`src/rtl/hight_block_decrypt_top_defines.svh`:
```
// Assertion macros shared by the HIGHT decryption RTL.
`ifndef HIGHT_BLOCK_DECRYPT_TOP_DEFINES_SVH
`define HIGHT_BLOCK_DECRYPT_TOP_DEFINES_SVH

// Same-cycle implication, disabled during reset.
`define HBD_ASSERT_NOW(label, clk, rst, ante, cons) \
   label: assert property (@(posedge clk) disable iff (rst) (ante) |-> (cons)) \
      else $error("hbd assertion failed");

// Next-cycle implication, disabled during reset.
`define HBD_ASSERT_NEXT(label, clk, rst, ante, cons) \
   label: assert property (@(posedge clk) disable iff (rst) (ante) |=> (cons)) \
      else $error("hbd assertion failed");

`endif

```
`src/rtl/hbd_pkg.sv`:
```
package hbd_pkg;

   typedef logic [7:0] octet_type;

   // Byte i of a block sits at index i.
   typedef logic [7:0][7:0]  blk_type;
   typedef logic [15:0][7:0] mkey_type;
   typedef logic [3:0][7:0]  quad_type;

   localparam int unsigned ROUND_COUNT = 32;
   localparam int unsigned ROUND_W     = $clog2(ROUND_COUNT);

   // Configuration register indexes.
   localparam logic CSR_KEY_LOW  = 1'b0;
   localparam logic CSR_KEY_HIGH = 1'b1;

   // Control from the sequencer to the key schedule.
   typedef struct packed {
      logic load;
      logic step;
   } ks_ctrl_type;

endpackage

```
`src/rtl/hbd_if.sv`:
```
interface hbd_req_if;
   logic        valid;
   logic        ready;
   logic [63:0] ciphertext;

   modport source (output valid, output ciphertext, input ready);
   modport sink   (input valid, input ciphertext, output ready);
endinterface

interface hbd_rsp_if;
   logic        valid;
   logic        ready;
   logic [63:0] plaintext;

   modport source (output valid, output plaintext, input ready);
   modport sink   (input valid, input plaintext, output ready);
endinterface

```
`src/rtl/hbd_keysched.sv`:
```
`include "hight_block_decrypt_top_defines.svh"

module hbd_keysched (
   input  logic                 clock,
   input  logic                 reset,
   input  hbd_pkg::ks_ctrl_type ctrl,
   input  hbd_pkg::mkey_type    mkey,
   output hbd_pkg::quad_type    subkey,
   output logic                 last
);

   function automatic logic [6:0] lfsr_fwd(input logic [6:0] d);
      lfsr_fwd = {d[3] ^ d[0], d[6:1]};
   endfunction

   function automatic logic [6:0] lfsr_back(input logic [6:0] n);
      lfsr_back = {n[5:0], n[6] ^ n[2]};
   endfunction

   function automatic logic [6:0] delta_after(input int unsigned steps);
      logic [6:0] d;
      d = 7'h5A;
      for (int unsigned i = 0; i < steps; i++) begin
         d = lfsr_fwd(d);
      end
      delta_after = d;
   endfunction

   localparam int unsigned SUBKEYS = 4 * hbd_pkg::ROUND_COUNT;
   // The highest group of four subkeys is used first.
   localparam logic [6:0] START_DELTA = delta_after(SUBKEYS - 4);

   logic [hbd_pkg::ROUND_W-1:0] grp_ff, grp_in;
   logic [6:0]                  delta_ff, delta_in;
   logic [3:0][6:0]             dl;

   always_comb begin
      dl[0] = delta_ff;
      for (int j = 1; j < 4; j++) begin
         dl[j] = lfsr_fwd(dl[j-1]);
      end
   end

   // Subkey index k = 4*grp + j selects master key byte
   // {k[3], (k[2:0] - k[6:4]) mod 8}.
   always_comb begin
      logic [2:0] pos;
      logic [2:0] low;
      for (int j = 0; j < 4; j++) begin
         pos = {grp_ff[0], 2'(j)};
         low = pos - grp_ff[4:2];
         subkey[j] = mkey[{grp_ff[1], low}] + {1'b0, dl[j]};
      end
   end

   assign last = (grp_ff == '0);

   always_comb begin
      grp_in   = grp_ff;
      delta_in = delta_ff;
      priority if (ctrl.load) begin
         grp_in   = '1;
         delta_in = START_DELTA;
      end else if (ctrl.step) begin
         grp_in   = grp_ff - 1'b1;
         delta_in = lfsr_back(lfsr_back(lfsr_back(lfsr_back(delta_ff))));
      end else begin
         grp_in   = grp_ff;
         delta_in = delta_ff;
      end
   end

   always_ff @(posedge clock) begin
      if (reset) begin
         grp_ff   <= '0;
         delta_ff <= '0;
      end else begin
         grp_ff   <= grp_in;
         delta_ff <= delta_in;
      end
   end

   `HBD_ASSERT_NEXT(a_ks_load, clock, reset, ctrl.load, (grp_ff == '1) && (delta_ff == START_DELTA))
   `HBD_ASSERT_NEXT(a_ks_step, clock, reset, !ctrl.load && ctrl.step, grp_ff == $past(grp_ff) - 1'b1)

endmodule

```
`src/rtl/hbd_round.sv`:
```
module hbd_round (
   input  hbd_pkg::blk_type  x,
   input  hbd_pkg::quad_type subkey,
   input  hbd_pkg::quad_type wkey,
   input  logic              last,
   output hbd_pkg::blk_type  y
);

   function automatic hbd_pkg::octet_type mix0(input hbd_pkg::octet_type v);
      mix0 = {v[6:0], v[7]} ^ {v[5:0], v[7:6]} ^ {v[0], v[7:1]};
   endfunction

   function automatic hbd_pkg::octet_type mix1(input hbd_pkg::octet_type v);
      mix1 = {v[4:0], v[7:5]} ^ {v[3:0], v[7:4]} ^ {v[1:0], v[7:2]};
   endfunction

   hbd_pkg::octet_type t0, t1, t2, t3;

   // Inverse round terms for the odd bytes.
   assign t0 = x[1] - (mix1(x[0]) ^ subkey[0]);
   assign t1 = x[3] ^ (mix0(x[2]) + subkey[1]);
   assign t2 = x[5] - (mix1(x[4]) ^ subkey[2]);
   assign t3 = x[7] ^ (mix0(x[6]) + subkey[3]);

   always_comb begin
      if (last) begin
         // No rotation, and the output whitening folds in.
         y[0] = x[0] - wkey[0];
         y[1] = t0;
         y[2] = x[2] ^ wkey[1];
         y[3] = t1;
         y[4] = x[4] - wkey[2];
         y[5] = t2;
         y[6] = x[6] ^ wkey[3];
         y[7] = t3;
      end else begin
         y[0] = t0;
         y[1] = x[2];
         y[2] = t1;
         y[3] = x[4];
         y[4] = t2;
         y[5] = x[6];
         y[6] = t3;
         y[7] = x[0];
      end
   end

endmodule

```
`src/rtl/hight_block_decrypt_top.sv`:
```
// HIGHT block decryption, 64-bit block under a 128-bit master key.
// The key is written through the csr_ port: index 0 holds key bytes 0 to 7,
// index 1 holds bytes 8 to 15. Writes take effect at the clock edge where
// csr_wr_en is high and should only be made while the block is idle.
// Ciphertext blocks arrive on the req_chan channel and plaintext leaves on
// rsp_chan; each channel moves one block per valid/ready transfer.
// A block is whitened as it is taken in, then one shared round unit runs
// once per cycle, driven by a key schedule that regenerates the subkeys in
// reverse order. The output whitening is folded into the last round, which
// writes the output register directly. The input is not ready while a block
// is in the round loop. If the receiver stalls and the output register is
// still full, the last round waits until it drains. A finished result
// waiting in the output register does not block the next input transfer.
// Synchronous reset returns the sequencer to idle, empties the output
// register and clears both key registers to zero.
`include "hight_block_decrypt_top_defines.svh"

module hight_block_decrypt_top (
   input  logic              clock,
   input  logic              reset,
   hbd_req_if.sink           req_chan,
   hbd_rsp_if.source         rsp_chan,
   input  logic              csr_wr_en,
   input  logic [0:0]        csr_index,
   input  logic [63:0]       csr_wdata
);

   typedef enum logic [1:0] {
      ST_IDLE = 2'b01,
      ST_RUN  = 2'b10
   } state_type;

   state_type            state_ff, state_in;
   logic [63:0]          key_low_ff, key_low_in;
   logic [63:0]          key_high_ff, key_high_in;
   hbd_pkg::blk_type     blk_ff, blk_in;
   hbd_pkg::blk_type     out_ff, out_in;
   logic                 out_valid_ff, out_valid_in;

   hbd_pkg::mkey_type    mkey;
   hbd_pkg::blk_type     cin;
   hbd_pkg::blk_type     whitened;
   hbd_pkg::blk_type     round_out;
   hbd_pkg::quad_type    subkey;
   hbd_pkg::quad_type    wkey;
   hbd_pkg::ks_ctrl_type ks_ctrl;
   logic                 ks_last;
   logic                 take;
   logic                 finish;
   logic                 advance;

   assign mkey = {key_high_ff, key_low_ff};
   assign wkey = {mkey[15], mkey[14], mkey[13], mkey[12]};
   assign cin  = req_chan.ciphertext;

   // Input whitening undoes the final whitening of encryption.
   always_comb begin
      whitened    = cin;
      whitened[0] = cin[0] - mkey[0];
      whitened[2] = cin[2] ^ mkey[1];
      whitened[4] = cin[4] - mkey[2];
      whitened[6] = cin[6] ^ mkey[3];
   end

   assign req_chan.ready = (state_ff == ST_IDLE);
   assign take           = req_chan.valid && req_chan.ready;

   // The last round completes only when the output register can take it.
   assign finish  = (state_ff == ST_RUN) && ks_last && (!out_valid_ff || rsp_chan.ready);
   assign advance = (state_ff == ST_RUN) && (!ks_last || finish);

   assign ks_ctrl.load = take;
   assign ks_ctrl.step = advance;

   hbd_keysched u_keysched (
      .clock  (clock),
      .reset  (reset),
      .ctrl   (ks_ctrl),
      .mkey   (mkey),
      .subkey (subkey),
      .last   (ks_last)
   );

   hbd_round u_round (
      .x      (blk_ff),
      .subkey (subkey),
      .wkey   (wkey),
      .last   (ks_last),
      .y      (round_out)
   );

   always_comb begin
      state_in = state_ff;
      blk_in   = blk_ff;
      unique case (state_ff)
         ST_IDLE: begin
            if (take) begin
               blk_in   = whitened;
               state_in = ST_RUN;
            end
         end
         ST_RUN: begin
            if (advance) begin
               blk_in = round_out;
            end
            if (finish) begin
               state_in = ST_IDLE;
            end
         end
         default: begin
            state_in = ST_IDLE;
         end
      endcase
   end

   always_comb begin
      out_in       = out_ff;
      out_valid_in = out_valid_ff;
      priority if (finish) begin
         out_in       = round_out;
         out_valid_in = 1'b1;
      end else if (rsp_chan.ready) begin
         out_valid_in = 1'b0;
      end else begin
         out_valid_in = out_valid_ff;
      end
   end

   always_comb begin
      key_low_in  = key_low_ff;
      key_high_in = key_high_ff;
      if (csr_wr_en) begin
         unique case (csr_index)
            hbd_pkg::CSR_KEY_LOW:  key_low_in  = csr_wdata;
            hbd_pkg::CSR_KEY_HIGH: key_high_in = csr_wdata;
            default: ;
         endcase
      end
   end

   assign rsp_chan.valid     = out_valid_ff;
   assign rsp_chan.plaintext = out_ff;

   always_ff @(posedge clock) begin
      if (reset) begin
         state_ff     <= ST_IDLE;
         out_valid_ff <= 1'b0;
         key_low_ff   <= '0;
         key_high_ff  <= '0;
      end else begin
         state_ff     <= state_in;
         out_valid_ff <= out_valid_in;
         key_low_ff   <= key_low_in;
         key_high_ff  <= key_high_in;
      end
   end

   always_ff @(posedge clock) begin
      blk_ff <= blk_in;
      out_ff <= out_in;
   end

   `HBD_ASSERT_NEXT(a_take_busy, clock, reset, take, !req_chan.ready && !ks_last)
   `HBD_ASSERT_NEXT(a_run_holds, clock, reset, (state_ff == ST_RUN) && !ks_last, state_ff == ST_RUN)
   `HBD_ASSERT_NEXT(a_finish_out, clock, reset, finish, rsp_chan.valid && req_chan.ready)
   `HBD_ASSERT_NOW(a_finish_room, clock, reset, finish && out_valid_ff, rsp_chan.ready)

endmodule
```
`src/flat_wrapper.sv`:
```
// flat-port wrapper written by rule: the top's interface ports become plain ports
module hight_block_decrypt_top_flat 
  (clock, reset, csr_wr_en, csr_index, csr_wdata, req_chan_valid, req_chan_ciphertext, req_chan_ready, rsp_chan_valid, rsp_chan_plaintext, rsp_chan_ready);
  hbd_req_if req_chan_i ();
  hbd_rsp_if rsp_chan_i ();
  input  logic clock;
  input  logic reset;
  input  logic csr_wr_en;
  input  logic [0:0] csr_index;
  input  logic [63:0] csr_wdata;
  input wire logic [$bits(req_chan_i.valid)-1:0] req_chan_valid;
  input wire logic [$bits(req_chan_i.ciphertext)-1:0] req_chan_ciphertext;
  output wire logic [$bits(req_chan_i.ready)-1:0] req_chan_ready;
  output wire logic [$bits(rsp_chan_i.valid)-1:0] rsp_chan_valid;
  output wire logic [$bits(rsp_chan_i.plaintext)-1:0] rsp_chan_plaintext;
  input wire logic [$bits(rsp_chan_i.ready)-1:0] rsp_chan_ready;
  assign req_chan_i.valid = req_chan_valid;
  assign req_chan_i.ciphertext = req_chan_ciphertext;
  assign req_chan_ready = req_chan_i.ready;
  assign rsp_chan_valid = rsp_chan_i.valid;
  assign rsp_chan_plaintext = rsp_chan_i.plaintext;
  assign rsp_chan_i.ready = rsp_chan_ready;
  hight_block_decrypt_top u_core (.clock(clock), .reset(reset), .req_chan(req_chan_i), .rsp_chan(rsp_chan_i), .csr_wr_en(csr_wr_en), .csr_index(csr_index), .csr_wdata(csr_wdata));
endmodule
```
`config.mk`:
```
export PLATFORM = sky130hd
export DESIGN_NAME = hight_block_decrypt_top_flat
export DESIGN_NICKNAME = d
export VERILOG_FILES = /design/src/rtl/hbd_pkg.sv /design/src/rtl/hbd_if.sv /design/src/rtl/hbd_keysched.sv /design/src/rtl/hbd_round.sv /design/src/rtl/hight_block_decrypt_top.sv /design/src/flat_wrapper.sv
export VERILOG_INCLUDE_DIRS = /design/src /design/src/rtl
export SDC_FILE = /design/constraint.sdc
export NUM_CORES = 1
export LEC_CHECK = 0
export BUFFER_PORTS_ARGS = -buffer_cell sky130_fd_sc_hd__buf_2
export CAP_MARGIN = 25
export CORE_ASPECT_RATIO = 1.75
export CORE_UTILIZATION = 35
export DETAILED_ROUTE_END_ITERATION = 16
export REMOVE_ABC_BUFFERS = 1
export SYNTH_ARGS = -nofsm -noshare
export SYNTH_HDL_FRONTEND = slang
export SYNTH_SLANG_ARGS = --single-unit
export TNS_END_PERCENT = 10
```
`constraint.sdc`:
```
create_clock -name clock -period 7.8 [get_ports clock]
set_input_delay 0.78 -clock clock [delete_from_list [all_inputs] [get_ports clock]]
set_output_delay 0.78 -clock clock [all_outputs]
set_load 0.005 [all_outputs]
```
# Word level (Yosys, flattened, before mapping)

Cells that the tools add are included.
W data, S select, Z words.

Register bits after elaboration: 271
RAM bits: 0
ROM bits: 0
Word-level logic and storage cells: 111
Output and inout bits: 66
Latch bits: 0
Input port bits: 134
Memories: 0

Bitwise gates (word level): 24
Div/mod/pow operators: 0
Multiply operators: 0
$lt $le $gt $ge: 4
Muxes and demuxes: 21
Reduce and logical (&&, ||, !) cells: 17
Equality and inequality tests: 5
Shifts and indexed selects: 0
$add $sub $neg: 17

Operator list:

| operator              | number |
|---|---|
| $mux W64              | 3 |
| $bmux W8 S4           | 4 |
| $pmux W64 S2          | 1 |
| $xor A8 B8 Y8         | 16 |
| $sub A8 B8 Y8         | 6 |
| $add A8 B7 Y8         | 4 |
| $mux W8               | 4 |
| $lt A4 B5 Y1 const B  | 4 |
| $add A8 B8 Y8         | 2 |
| $mux W7               | 2 |
| $sub A3 B3 Y3         | 4 |
| $mux W5               | 2 |
| $xor A1 B1 Y1         | 7 |
| $reduce_and A2 Y1     | 3 |
| $reduce_bool A2 Y1    | 3 |
| $logic_not A5 Y1      | 1 |
| $sub A5 B1 Y5 const B | 1 |
| $logic_and A1 B1 Y1   | 4 |
| $mux W2               | 2 |
| $ne A2 B1 Y1 const B  | 2 |
| $pmux W2 S2           | 1 |
| $reduce_and A3 Y1     | 1 |
| $eq A2 B1 Y1 const B  | 1 |
| $eq A2 B2 Y1 const B  | 1 |
| 6 further kinds       | 9 |

# Logic depth before layout (Yosys ltp)

Gate-level depths: netlist of run 1.

Depth after elaboration: 9
Gate-level depth with buffers: 23
Mapped depth without buffers: 19

# Cells and area by module

A second synthesis of run 1 with hierarchy kept.

Cell total of the unflattened synthesis: 1965
Area total of the unflattened synthesis: 18655.4 µm²

By module, submodules not included:

| module                  | cells an instance | area each (µm²) | times used | seq. area each (µm²) |
|---|---|---|---|---|
| hight_block_decrypt_top | 985               | 9875.7          | 1          | 6466.2 |
| hbd_keysched            | 492               | 5186.2          | 1          | 240.2 |
| hbd_round               | 488               | 3593.4          | 1          | 0.0 |

# Least setup slack after synthesis of run 1

OpenSTA, ideal clock, no wires.

Path type: reg-to-reg
From: reg u_core.u_keysched.grp_ff[2] (netlist bit)
To: reg u_core.blk_ff[13] (netlist bit) (data pin)
Required time: 7.540 ns
Data arrival time: 6.000 ns
Setup time: 0.260 ns
Setup slack: 1.541 ns
Cell stages (with the launch flop): 22
Cell sequence: dfxtp_1 -> buf_2 -> inv_2 -> buf_1 -> ha_1 -> buf_2 -> buf_1 -> mux4_2 -> mux4_2 -> ha_1 -> fa_1 -> xnor2_1 -> xnor2_1 -> ha_1 -> nor2b_1 -> o21ai_0 -> a21boi_0 -> o21ai_0 -> nor2b_1 -> xnor2_1 -> mux2_2 -> mux2_2

RTL lines:

| item                   | line                           | RTL |
|---|---|---|
| start, declared        | hbd_keysched.sv:33             | `logic [hbd_pkg::ROUND_W-1:0] grp_ff, grp_in;` |
| start signal, assigned | hbd_keysched.sv:78             | `grp_ff <= grp_in;` |
| end signal, assigned   | hight_block_decrypt_top.sv:159 | `blk_ff <= blk_in;` |
| end, declared          | hight_block_decrypt_top.sv:36  | `hbd_pkg::blk_type blk_ff, blk_in;` |

==> impl_metrics.json, run 1 <==
{
  "setup_viol": 0,
  "final_nets": 2166,
  "num_io_pins": 200,
  "hold_violations": 0,
  "report.final.slew_viol_count": 0,
  "synth-edff-count": 128,
  "synthDistinctLibCells": 49,
  "port_buffers": 199,
  "arrival_ps": 6560,
  "coreArea_mm2": 0.0507,
  "grt_start_max_net_pins": 89,
  "grt_usage_pct": 23.2,
  "cts_hold_buf": 0,
  "power.switching_w": 0.00193,
  "cpMostUsedCell": "xnor2_1",
  "dp_hpwl_um": 47400,
  "leakage_nw": 7.82,
  "hold_path_depth": 3,
  "htree_levels": 1,
  "skew_ps": 18.9,
  "worst_pin_slew_ps": 1140,
  "synth-seq-cells": 271,
  "rows": 109,
  "ys_async_sr_fraction_pct": 0,
  "syn_area_per_cell_um2": 9.95,
  "period_share_pct": 80.2,
  "worstPathCellList": "inv_2, ha_4, mux4_2, mux4_2, ha_1, fa_1, xnor2_1, xnor2_1, ha_1, nor2b_1, o21ai_0, a21boi_0, o21ai_0, nor2b_1, xnor2_1, mux2_2, mux2_2",
  "start_util_pct": 35.6,
  "post_cts_resized": 0,
  "grt_pass1_wl_um": 91600,
  "r2r_cells": 17,
  "worstSetupEndpointType": "flip-flop",
  "path_max_fanout": 33,
  "cpMaxStageDelayCell": "ha_4",
  "first_iter_violations": 1206,
  "vias": 14473,
  "drt-total-wl_um": 61500,
  "clk-insertion-delay-late_ps": 560,
  "fill_cells": 5135,
  "place.gp.congestion": 0.943,
  "ir_worst_vdd_mv": 0.162,
  "power_frac_clock_pct": 25.1,
  "cap_violations": 0,
  "dieArea_mm2": 0.0525,
  "drc": 0,
  "critPathBufInv": 1,
  "power_density_mw_per_mm2": 254,
  "die_h_um": 302,
  "critPathMaxStageDelay_ps": 770,
  "cts_setup_buffers": 0,
  "syn-cell-area_mm2": 0.0181,
  "grt_pass1_vias": 14643,
  "start_kind": "flip-flop",
  "outcome": "finished, final reports clean",
  "p_comb_share_pct": 40.3,
  "ctsRootBufferMaster": "clkbuf_16",
  "worstHoldEndpoint": "u_core.key_high_ff[10]",
  "hp-start": "csr_wdata[10]",
  "cp.required_ps": 8110,
  "clkSinkCount": 271,
  "rrSetupSlack_ps": 1540,
  "synthCells": 1814,
  "cts_buffers": 26,
  "areaGrowthSynthToFinish_pct": 13.5,
  "p_int_w": 0.00327,
  "yosys_warnings": 0,
  "path_clk_slew_ps": 70,
  "drtAntennaViolNets": 0,
  "slew_headroom_pct": 23.7,
  "grt_antenna_before_repair": 1,
  "layout-drive-gt1-share_pct": 22.4,
  "pwr-share-seq_pct": 34.6,
  "ys_seq_area_share_pct": 37.2,
  "rsz0062_at_grt": "false",
  "r2r_start": "u_core.u_keysched.grp_ff[2]",
  "vias_per_cell": 5.52,
  "dominantRegCellSynth": "dfxtp_1",
  "drt_first_pass_iters": 5,
  "clock_path_buffers": 3,
  "hold_slack_ps": 469,
  "cts_tree": "built",
  "overflow": 0,
  "fmax_mhz": 160,
  "die_w_um": 174,
  "switching_share_pct": 37.1,
  "min_path_type": "in2reg",
  "wl_per_cell_um": 23.4,
  "crit_family": "adder cells",
  "r2r-end": "u_core.blk_ff[13]",
  "setup.worst_path.class": "reg2reg",
  "post-route-min-period_ps": 6260,
  "tns_ps": 0
}
## synth_stat cells, drive strengths merged (21+ instances only)
cell      n  share of area, %
o21ai    81               2.3
nand2   380               7.9
edfxtp  128                21
a21o     21              0.87
xor2     55               2.7
inv      77               1.6
clkbuf   93               1.9
a21oi   194               5.4
ha       71               4.9
nor2     68               1.4
mux4    119                15
fa       24               2.7
xnor2   153               7.5
buf      32              0.80
mux2i    37               2.1
mux2     31               1.9
dfxtp   143                16
## cell families (layout without fill, tap and decap cells)
family                   Yosys count  after routing  synth area share, %
AO/OA/AOI/OAI                    346            346                 10.7
XOR/XNOR                         208            208                 10.1
adder cells (fa/ha/maj)           95             95                 7.58
buffers and inverters            203            345                 4.35
flip-flops                       271            271                 37.2
multiplexers                     187            187                 18.8
other                              0              1                    0
AND/OR/NAND/NOR                  504            504                 11.2
## worst register-to-register path: cells and delay by family (launching register included)
kind | cells | cell delay, ps
AOI/OAI and AO/OA | 3 | 660
xor gates and xnor gates | 3 | 520
adders and majority gates | 4 | 1800
buffers and inverters | 1 | 410
DFF | 1 | 630
muxes | 4 | 1670
and+or+nand+nor | 2 | 320
## power groups by stage
stage                     combinational (W)  sequential [W]  clock, W
after floorplan                     0.00148         0.00177         0
after global placement              0.00204         0.00182         0
after detailed placement            0.00208         0.00183         0
after CTS                           0.00209         0.00180   0.00133
after global routing                0.00226         0.00180   0.00138
final                               0.00209         0.00180   0.00130
## routing by layer
layer	share of wire, %	track usage [%]	up-vias	routed length (um)
li1	-	-	6600	-
met1	37	26.0	7171	22800
met2	52	43.0	534	32100
met3	4.6	2.47	168	2850
met4	6.1	12.9	0	3750
met5	0	0	-	0
## sequential cells by signal, indices dropped and copies added, names as in the netlist
| register | count |
|---|---|
| u_core.rsp_chan.plaintext | 64 |
| u_core.state_ff | 2 |
| u_core.key_low_ff | 64 |
| u_core.u_keysched.delta_ff | 7 |
| u_core.key_high_ff | 64 |
| u_core.blk_ff | 64 |
| u_core.rsp_chan.valid | 1 |
| u_core.u_keysched.grp_ff | 5 |
## metrics by stage
| step | power [W] | instance area [um^2] | instances | worst slack [ps] | utilization, % |
|---|---|---|---|---|---|
| floorplan | 0.00325 | 17600 | 1689 | -1630 | - |
| global placement | 0.00387 | 19600 | 2575 | 1620 | 38.7 |
| detailed placement | 0.00391 | 19600 | 2575 | 1540 | 38.7 |
| CTS | 0.00521 | 20500 | 2622 | 1520 | 40.4 |
| global route | 0.00544 | 20500 | 2622 | 1090 | 40.4 |
| finish | 0.00519 | 20500 | 2623 | 1540 | 40.4 |
## worst max path at each step
stage / startpoint / to / slack, ps / cells past startpoint
2_1_floorplan: u_core.u_keysched.grp_ff[2] / u_core.blk_ff[13] / -1630 / 17
3_3_place_gp: u_core.u_keysched.grp_ff[2] / u_core.blk_ff[13] / 1620 / 17
3_5_place_dp: u_core.u_keysched.grp_ff[2] / u_core.blk_ff[13] / 1540 / 17
4_1_cts: u_core.u_keysched.grp_ff[2] / u_core.blk_ff[13] / 1520 / 17
5_1_grt: u_core.u_keysched.grp_ff[2] / u_core.blk_ff[13] / 1090 / 17
6_report: u_core.u_keysched.grp_ff[2] / u_core.blk_ff[13] / 1540 / 17
## placed cells by master, fill, tap and decap left out, drive strengths merged, types with 31 or more instances in the layout
cell,count
o21ai,81
mux2i,37
nor2,68
dfxtp,143
clkbuf,38
xnor2,153
nand2,380
ha,71
xor2,55
inv,80
buf,220
a21oi,194
mux2,31
edfxtp,128
mux4,119
## area by class of cell
class,count,area [um^2],share of cell area [%]
timing repair buffer,220,1160,5.64
antenna,1,2.50,0.0122
clock buffer,38,810,3.95
sequential,271,6710,32.8
clock inverter,9,61.3,0.299
multi-input combinational,1340,10600,51.8
tap,666,833,4.07
inverter,78,293,1.43
(Power assumes the default switching activity.)
==> inputs of run 2 (changes only) <==
==> constraint.sdc (replaced) <==
create_clock -name clock -period 5.2 [get_ports clock]
set_input_delay 0.52 -clock clock [delete_from_list [all_inputs] [get_ports clock]]
set_output_delay 0.52 -clock clock [all_outputs]
set_load 0.005 [all_outputs]
==> run 2 against run 1 <==
Compared with the run above:
- register-to-register slack lost 1500 ps
- clock-buffer cell count shrank 7
- sequential power grew 49%
- total power grew 57%
- critical path depth grew 1
- sequential cell count is the same
- clock skew shrank 4.7 ps
- via count grew 2.0%
- worst setup slack lost 1500 ps
- combinational power grew 64%
- non-clock buffer count grew 41
- critical endpoint is now u_core.blk_ff[45]
==> impl_metrics.json, run 2 (synthesis results as in run 1) <==
{
  "outcome": "finished, final reports clean",
  "power_density_mw_per_mm2": 388,
  "dp_cells": 2609,
  "cts_tree": "built",
  "final_common_cell": "nand2_1",
  "die_h_um": 302,
  "vias_per_cell": 5.54,
  "finalNonFillerCells": 2665,
  "areaGrowthSynthToFinish_pct": 16.1,
  "multi_input_area_mm2": 0.0107,
  "grt_usage_pct": 23.7,
  "drc": 0,
  "p_comb_share_pct": 42.1,
  "dp_hpwl_um": 48300,
  "cts_hold_buf": 0,
  "coreArea_mm2": 0.0507,
  "num_io_pins": 200,
  "power_frac_clock_pct": 24.9,
  "path_max_fanout": 4,
  "power.switching_w": 0.00303,
  "worst_pin_slew_ps": 935,
  "grt_pass1_wl_um": 93200,
  "grt_antenna_before_repair": 1,
  "tns_ps": 0,
  "setup.worst_path.class": "reg2reg",
  "fmax_mhz": 196,
  "slew_headroom_pct": 37.7,
  "vias": 14768,
  "start_util_pct": 35.6,
  "clock_path_buffers": 3,
  "fill_cells": 5043,
  "cap_violations": 0,
  "skew_ps": 14.2,
  "worstPathCellList": "xnor2_4, xnor2_4, mux4_2, mux4_2, ha_2, fa_1, xnor2_1, xnor2_1, ha_1, nor2b_1, o21ai_2, a21boi_4, o21ai_1, buf_4, nor2b_4, xnor2_1, mux2_2, mux2_2",
  "pwr-share-seq_pct": 33.0,
  "cpMaxStageDelayCell": "mux4_2",
  "post-route-min-period_ps": 5110,
  "drtAntennaViolNets": 0,
  "drt_first_pass_iters": 5,
  "final_nets": 2207,
  "arrival_ps": 5430,
  "p_int_w": 0.00511,
  "setup_viol": 0,
  "critPathMaxStageDelay_ps": 530,
  "drt-total-wl_um": 62900,
  "cpMostUsedCell": "xnor2_1",
  "final_core_util_pct": 41.3,
  "port_buffers": 199,
  "leakage_nw": 8.06,
  "cp.required_ps": 5520,
  "ctsRootBufferMaster": "clkbuf_16",
  "fin_ws_ps": 88.7,
  "ir_worst_vdd_mv": 0.266,
  "layout-drive-gt1-share_pct": 24.8,
  "grt_pass1_vias": 15051,
  "htree_levels": 1,
  "die_w_um": 174,
  "min_path_type": "in2reg",
  "grt_start_max_net_pins": 143,
  "wl_per_cell_um": 23.6,
  "rsz0062_at_grt": "true",
  "pre_cts_ws_ps": -140,
  "hold_slack_ps": 195,
  "regArea_mm2": 0.00671,
  "crit_family": "multiplexers",
  "rows": 109,
  "hold_violations": 0,
  "place.gp.congestion": 0.904,
  "cts_buffers": 26,
  "worstSetupEndpointType": "flip-flop",
  "report.final.slew_viol_count": 0,
  "clk-insertion-delay-late_ps": 570,
  "path_clk_slew_ps": 80,
  "first_iter_violations": 1037,
  "layout_common_cells": "nand2_1, buf_2, a21oi_1",
  "critPathBufInv": 1,
  "overflow": 0,
  "period_share_pct": 98.3,
  "switching_share_pct": 37.2,
  "start_kind": "flip-flop",
  "dieArea_mm2": 0.0525,
  "clkSinkCount": 271
}
## run 2: final timing paths
path / start / end / slack (ps) / cells past startpoint
worst min register to register: u_core.key_high_ff[2] / u_core.key_high_ff[2] / 490 / 2
worst max register to register: u_core.u_keysched.grp_ff[4] / u_core.blk_ff[45] / 90 / 18
worst min-delay path: csr_wdata[8] / u_core.key_high_ff[8] / 190 / 3
worst max-delay path: u_core.u_keysched.grp_ff[4] / u_core.blk_ff[45] / 90 / 18
## run 2: layout make-up
class	instances	area share, %
multi-input combinational	1340	51.1
sequential	271	32.0
timing repair buffer	261	7.27
tap	666	3.98
clock buffer	31	3.49
inverter	78	1.40
clock inverter	17	0.746
antenna	1	0.0119
## run 2: layer usage
metal / up-vias / GRT usage [%] / part of all wire [%]
li1: 6687 / - / -
met2: 625 / 43.4 / 52
met4: 0 / 14.8 / 6.9
met5: - / 0 / 0
met1: 7247 / 25.6 / 36
met3: 209 / 3.41 / 5.3
## run 2: repair_timing
item | CTS | global route
pin swaps | 0 | 11
endpoints found under the setup margin | 7 | 18
gates resized for setup | 6 | 27
buffers inserted | 0 | 6
## run 2: tightest hold or removal path, stage by stage
cell and delay, ps:
buf_2 110, nand2_1 50, a21oi_1 50
## run 2: power by group through the flow
stage               clock network [W]  registers, W  logic [W]
detailed placement                  0       0.00272    0.00329
global placement                    0       0.00272    0.00323
finish                        0.00202       0.00268    0.00343
global route                  0.00213       0.00269    0.00371
CTS                           0.00206       0.00268    0.00333
floorplan                           0       0.00266    0.00222
## run 2: through the flow
step | area [um^2] | power, W
2_1_floorplan | 17600 | 0.00488
3_3_place_gp | 19900 | 0.00595
3_5_place_dp | 19900 | 0.00601
4_1_cts | 20800 | 0.00806
5_1_grt | 21000 | 0.00853
6_report | 21000 | 0.00814
==> inputs of run 3 (changes only) <==
--- a/config.mk
+++ b/config.mk
@@ -6,6 +6,7 @@
 export SDC_FILE = /design/constraint.sdc
 export NUM_CORES = 1
 export LEC_CHECK = 0
+export ABC_AREA = 1
 export BUFFER_PORTS_ARGS = -buffer_cell sky130_fd_sc_hd__buf_2
 export CAP_MARGIN = 25
 export CORE_ASPECT_RATIO = 1.75
==> run 3 against run 2 <==
Compared with the run above:
- worst setup slack better by 280 ps
- sequential share of layout area grew 0.16 points
- global-route usage increased by 2.3 points
- final cell count up 24%
- critical path type unchanged
- highest routed layer is now met5
==> impl_metrics.json, run 3 <==
{
  "outcome": "finished, final reports clean",
  "worstSetupEndpointType": "flip-flop",
  "dieArea_mm2": 0.0534,
  "drt_first_pass_iters": 5,
  "coreArea_mm2": 0.0516,
  "ys_async_sr_fraction_pct": 0,
  "multi_input_area_mm2": 0.0102,
  "clkSinkCount": 271,
  "cap_violations": 0,
  "synth_top_area_share_pct": 21.0,
  "rows": 110,
  "synthDistinctLibCells": 43,
  "syn_area_per_cell_um2": 7.35,
  "post-route-min-period_ps": 4830,
  "die_h_um": 305,
  "report.final.slew_viol_count": 0,
  "grt_pass1_vias": 17026,
  "die_w_um": 175,
  "power_density_mw_per_mm2": 432,
  "regArea_mm2": 0.00671,
  "port_buffers": 199,
  "cts_setup_buffers": 0,
  "vias": 17373,
  "drc": 0,
  "ctsRootBufferMaster": "clkbuf_16",
  "leakage_nw": 8.90,
  "synth-edff-count": 128,
  "post_cts_resized": 0,
  "grt_start_max_net_pins": 120,
  "final_nets": 2835,
  "rsz0062_at_grt": "false",
  "slew_headroom_pct": 37.3,
  "cp.required_ps": 5640,
  "min_path_type": "in2reg",
  "setup.worst_path.class": "reg2reg",
  "htree_levels": 1,
  "tns_ps": 0,
  "first_iter_violations": 1370,
  "areaGrowthSynthToFinish_pct": 13.6,
  "clock_path_buffers": 3,
  "grt_usage_pct": 25.9,
  "place.gp.congestion": 0.948,
  "overflow": 0,
  "drt-total-wl_um": 69500,
  "vias_per_cell": 5.27,
  "clk-insertion-delay-late_ps": 590,
  "path_clk_slew_ps": 70,
  "fill_cells": 5395,
  "num_io_pins": 200,
  "layout-drive-gt1-share_pct": 12.5,
  "skew_ps": 28.3,
  "diodes": 0,
  "netlist_top_cells_count": "nand2_1, o21ai_0, nor2_1, inv_1, dfxtp_1",
  "start_kind": "flip-flop",
  "grt_antenna_before_repair": 4,
  "hold_violations": 0,
  "arrival_ps": 5270,
  "yosys.area.top_type": "edfxtp_1",
  "cts_tree": "built",
  "yosys_warnings": 0,
  "dominantRegCellSynth": "dfxtp_1",
  "period_share_pct": 92.9,
  "syn-cell-area_mm2": 0.0183,
  "dp_hpwl_um": 55100,
  "cts_buffers": 27,
  "start_util_pct": 35.5,
  "drtAntennaViolNets": 0,
  "setup_viol": 0,
  "fmax_mhz": 207,
  "synthCells": 2494,
  "worst_pin_slew_ps": 941,
  "synth_area_leaders": "edfxtp_1, dfxtp_1, o21ai_0",
  "wl_per_cell_um": 21.1,
  "finalNonFillerCells": 3299,
  "final_common_cell": "nand2_1",
  "path_max_fanout": 17,
  "ir_worst_vdd_mv": 0.238,
  "grt_pass1_wl_um": 104000,
  "cts_hold_buf": 0,
  "synth-seq-cells": 271,
  "dp_cells": 3249,
  "layout_common_cells": "nand2_1, o21ai_0, nor2_1",
  "synth_most_common_cell": "nand2_1",
  "ys_seq_area_share_pct": 36.6
}
-- run 3: cell count changes after synthesis, moves of 22 or more --
| cell | delta |
|---|---|
| nand2_1 | +141 |
| buf_2 | +25 |
| xnor2_1 | -57 |
| inv_1 | +122 |
| o21ai_0 | +342 |
| mux2_2 | -30 |
| mux2i_1 | -34 |
| mux4_2 | -119 |
| a21oi_1 | -53 |
| nand3_1 | +106 |
| nor2_1 | +184 |
| xor2_1 | +22 |
-- run 3: power by group --
group	internal, W	leakage, nW	switching [W]
Combinational	0.00149	6.07	0.00273
Clock	0.00115	0.463	0.000930
Sequential	0.00252	2.37	0.000183
-- run 3: worst paths after layout --
path                                    start                     to  slack, ps  cells past startpoint
hold reg to reg         u_core.key_low_ff[33]  u_core.key_low_ff[33]        470                      2
hold / removal                  csr_wdata[25]  u_core.key_low_ff[25]        170                      3
setup reg to reg  u_core.u_keysched.grp_ff[4]      u_core.blk_ff[37]        370                     23
setup / recovery  u_core.u_keysched.grp_ff[4]      u_core.blk_ff[37]        370                     23
-- run 3: metrics by stage --
| stage | setup slack, ps | cell area, um^2 | total power (W) | hold slack (ps) | utilization [%] |
|---|---|---|---|---|---|
| 3_5_place_dp | 388 | 19900 | 0.00696 | 459 | 38.6 |
| 6_report | 371 | 20800 | 0.00900 | 172 | 40.4 |
| 4_1_cts | 362 | 20800 | 0.00905 | 143 | 40.4 |
| 5_1_grt | 12.2 | 20800 | 0.00957 | 167 | 40.4 |
| 2_1_floorplan | -3570 | 17700 | 0.00550 | 442 | - |
| 3_3_place_gp | 458 | 19900 | 0.00692 | 454 | 38.6 |
-- run 3: cell families after synthesis --
group / count (synthesis) / share of synthesized area (%)
xor gates and xnor gates: 172 / 8.21
adders and majority gates: 95 / 7.46
DFF: 271 / 36.6
AOI/OAI and AO/OA: 667 / 19.5
buffers and inverters: 366 / 7.84
and+or+nand+nor: 920 / 20.3
muxes: 3 / 0.164
-- run 3: layout make-up --
| cell class | instances | area share (%) |
|---|---|---|
| well taps | 672 | 4.03 |
| repair buffers | 243 | 6.54 |
| flip-flops and latches | 271 | 32.2 |
| multi-input cells | 1857 | 49.1 |
| clock buffers | 36 | 3.85 |
| inverters | 206 | 3.73 |
| clock inverters | 14 | 0.546 |
-- run 3: critical path: stages, from the launching register on --
cell and delay [ps]:
dfxtp_1 460, inv_2 90, nand2_1 170, nand3_1 110, nand2_1 420, o21ai_0 160
o221ai_1 220, o21ai_1 170, ha_1 270, fa_1 450, nand3_1 90, nand3_1 100
xor2_1 170, xnor2_1 130, ha_1 340, nand2_1 80, inv_1 100, nand3_1 70
o221ai_1 240, xor2_1 300, nor2_1 70, a31oi_1 290, nand2_1 90, nand2_1 100
-- run 3: metal layers --
layer / share of wire [%] / track usage (%) / wire, um
met4: 6.7 / 15.8 / 4650
met3: 4.7 / 2.64 / 3280
met2: 51 / 47.2 / 35700
met1: 37 / 28.7 / 25800
met5: 0.066 / 0 / 46
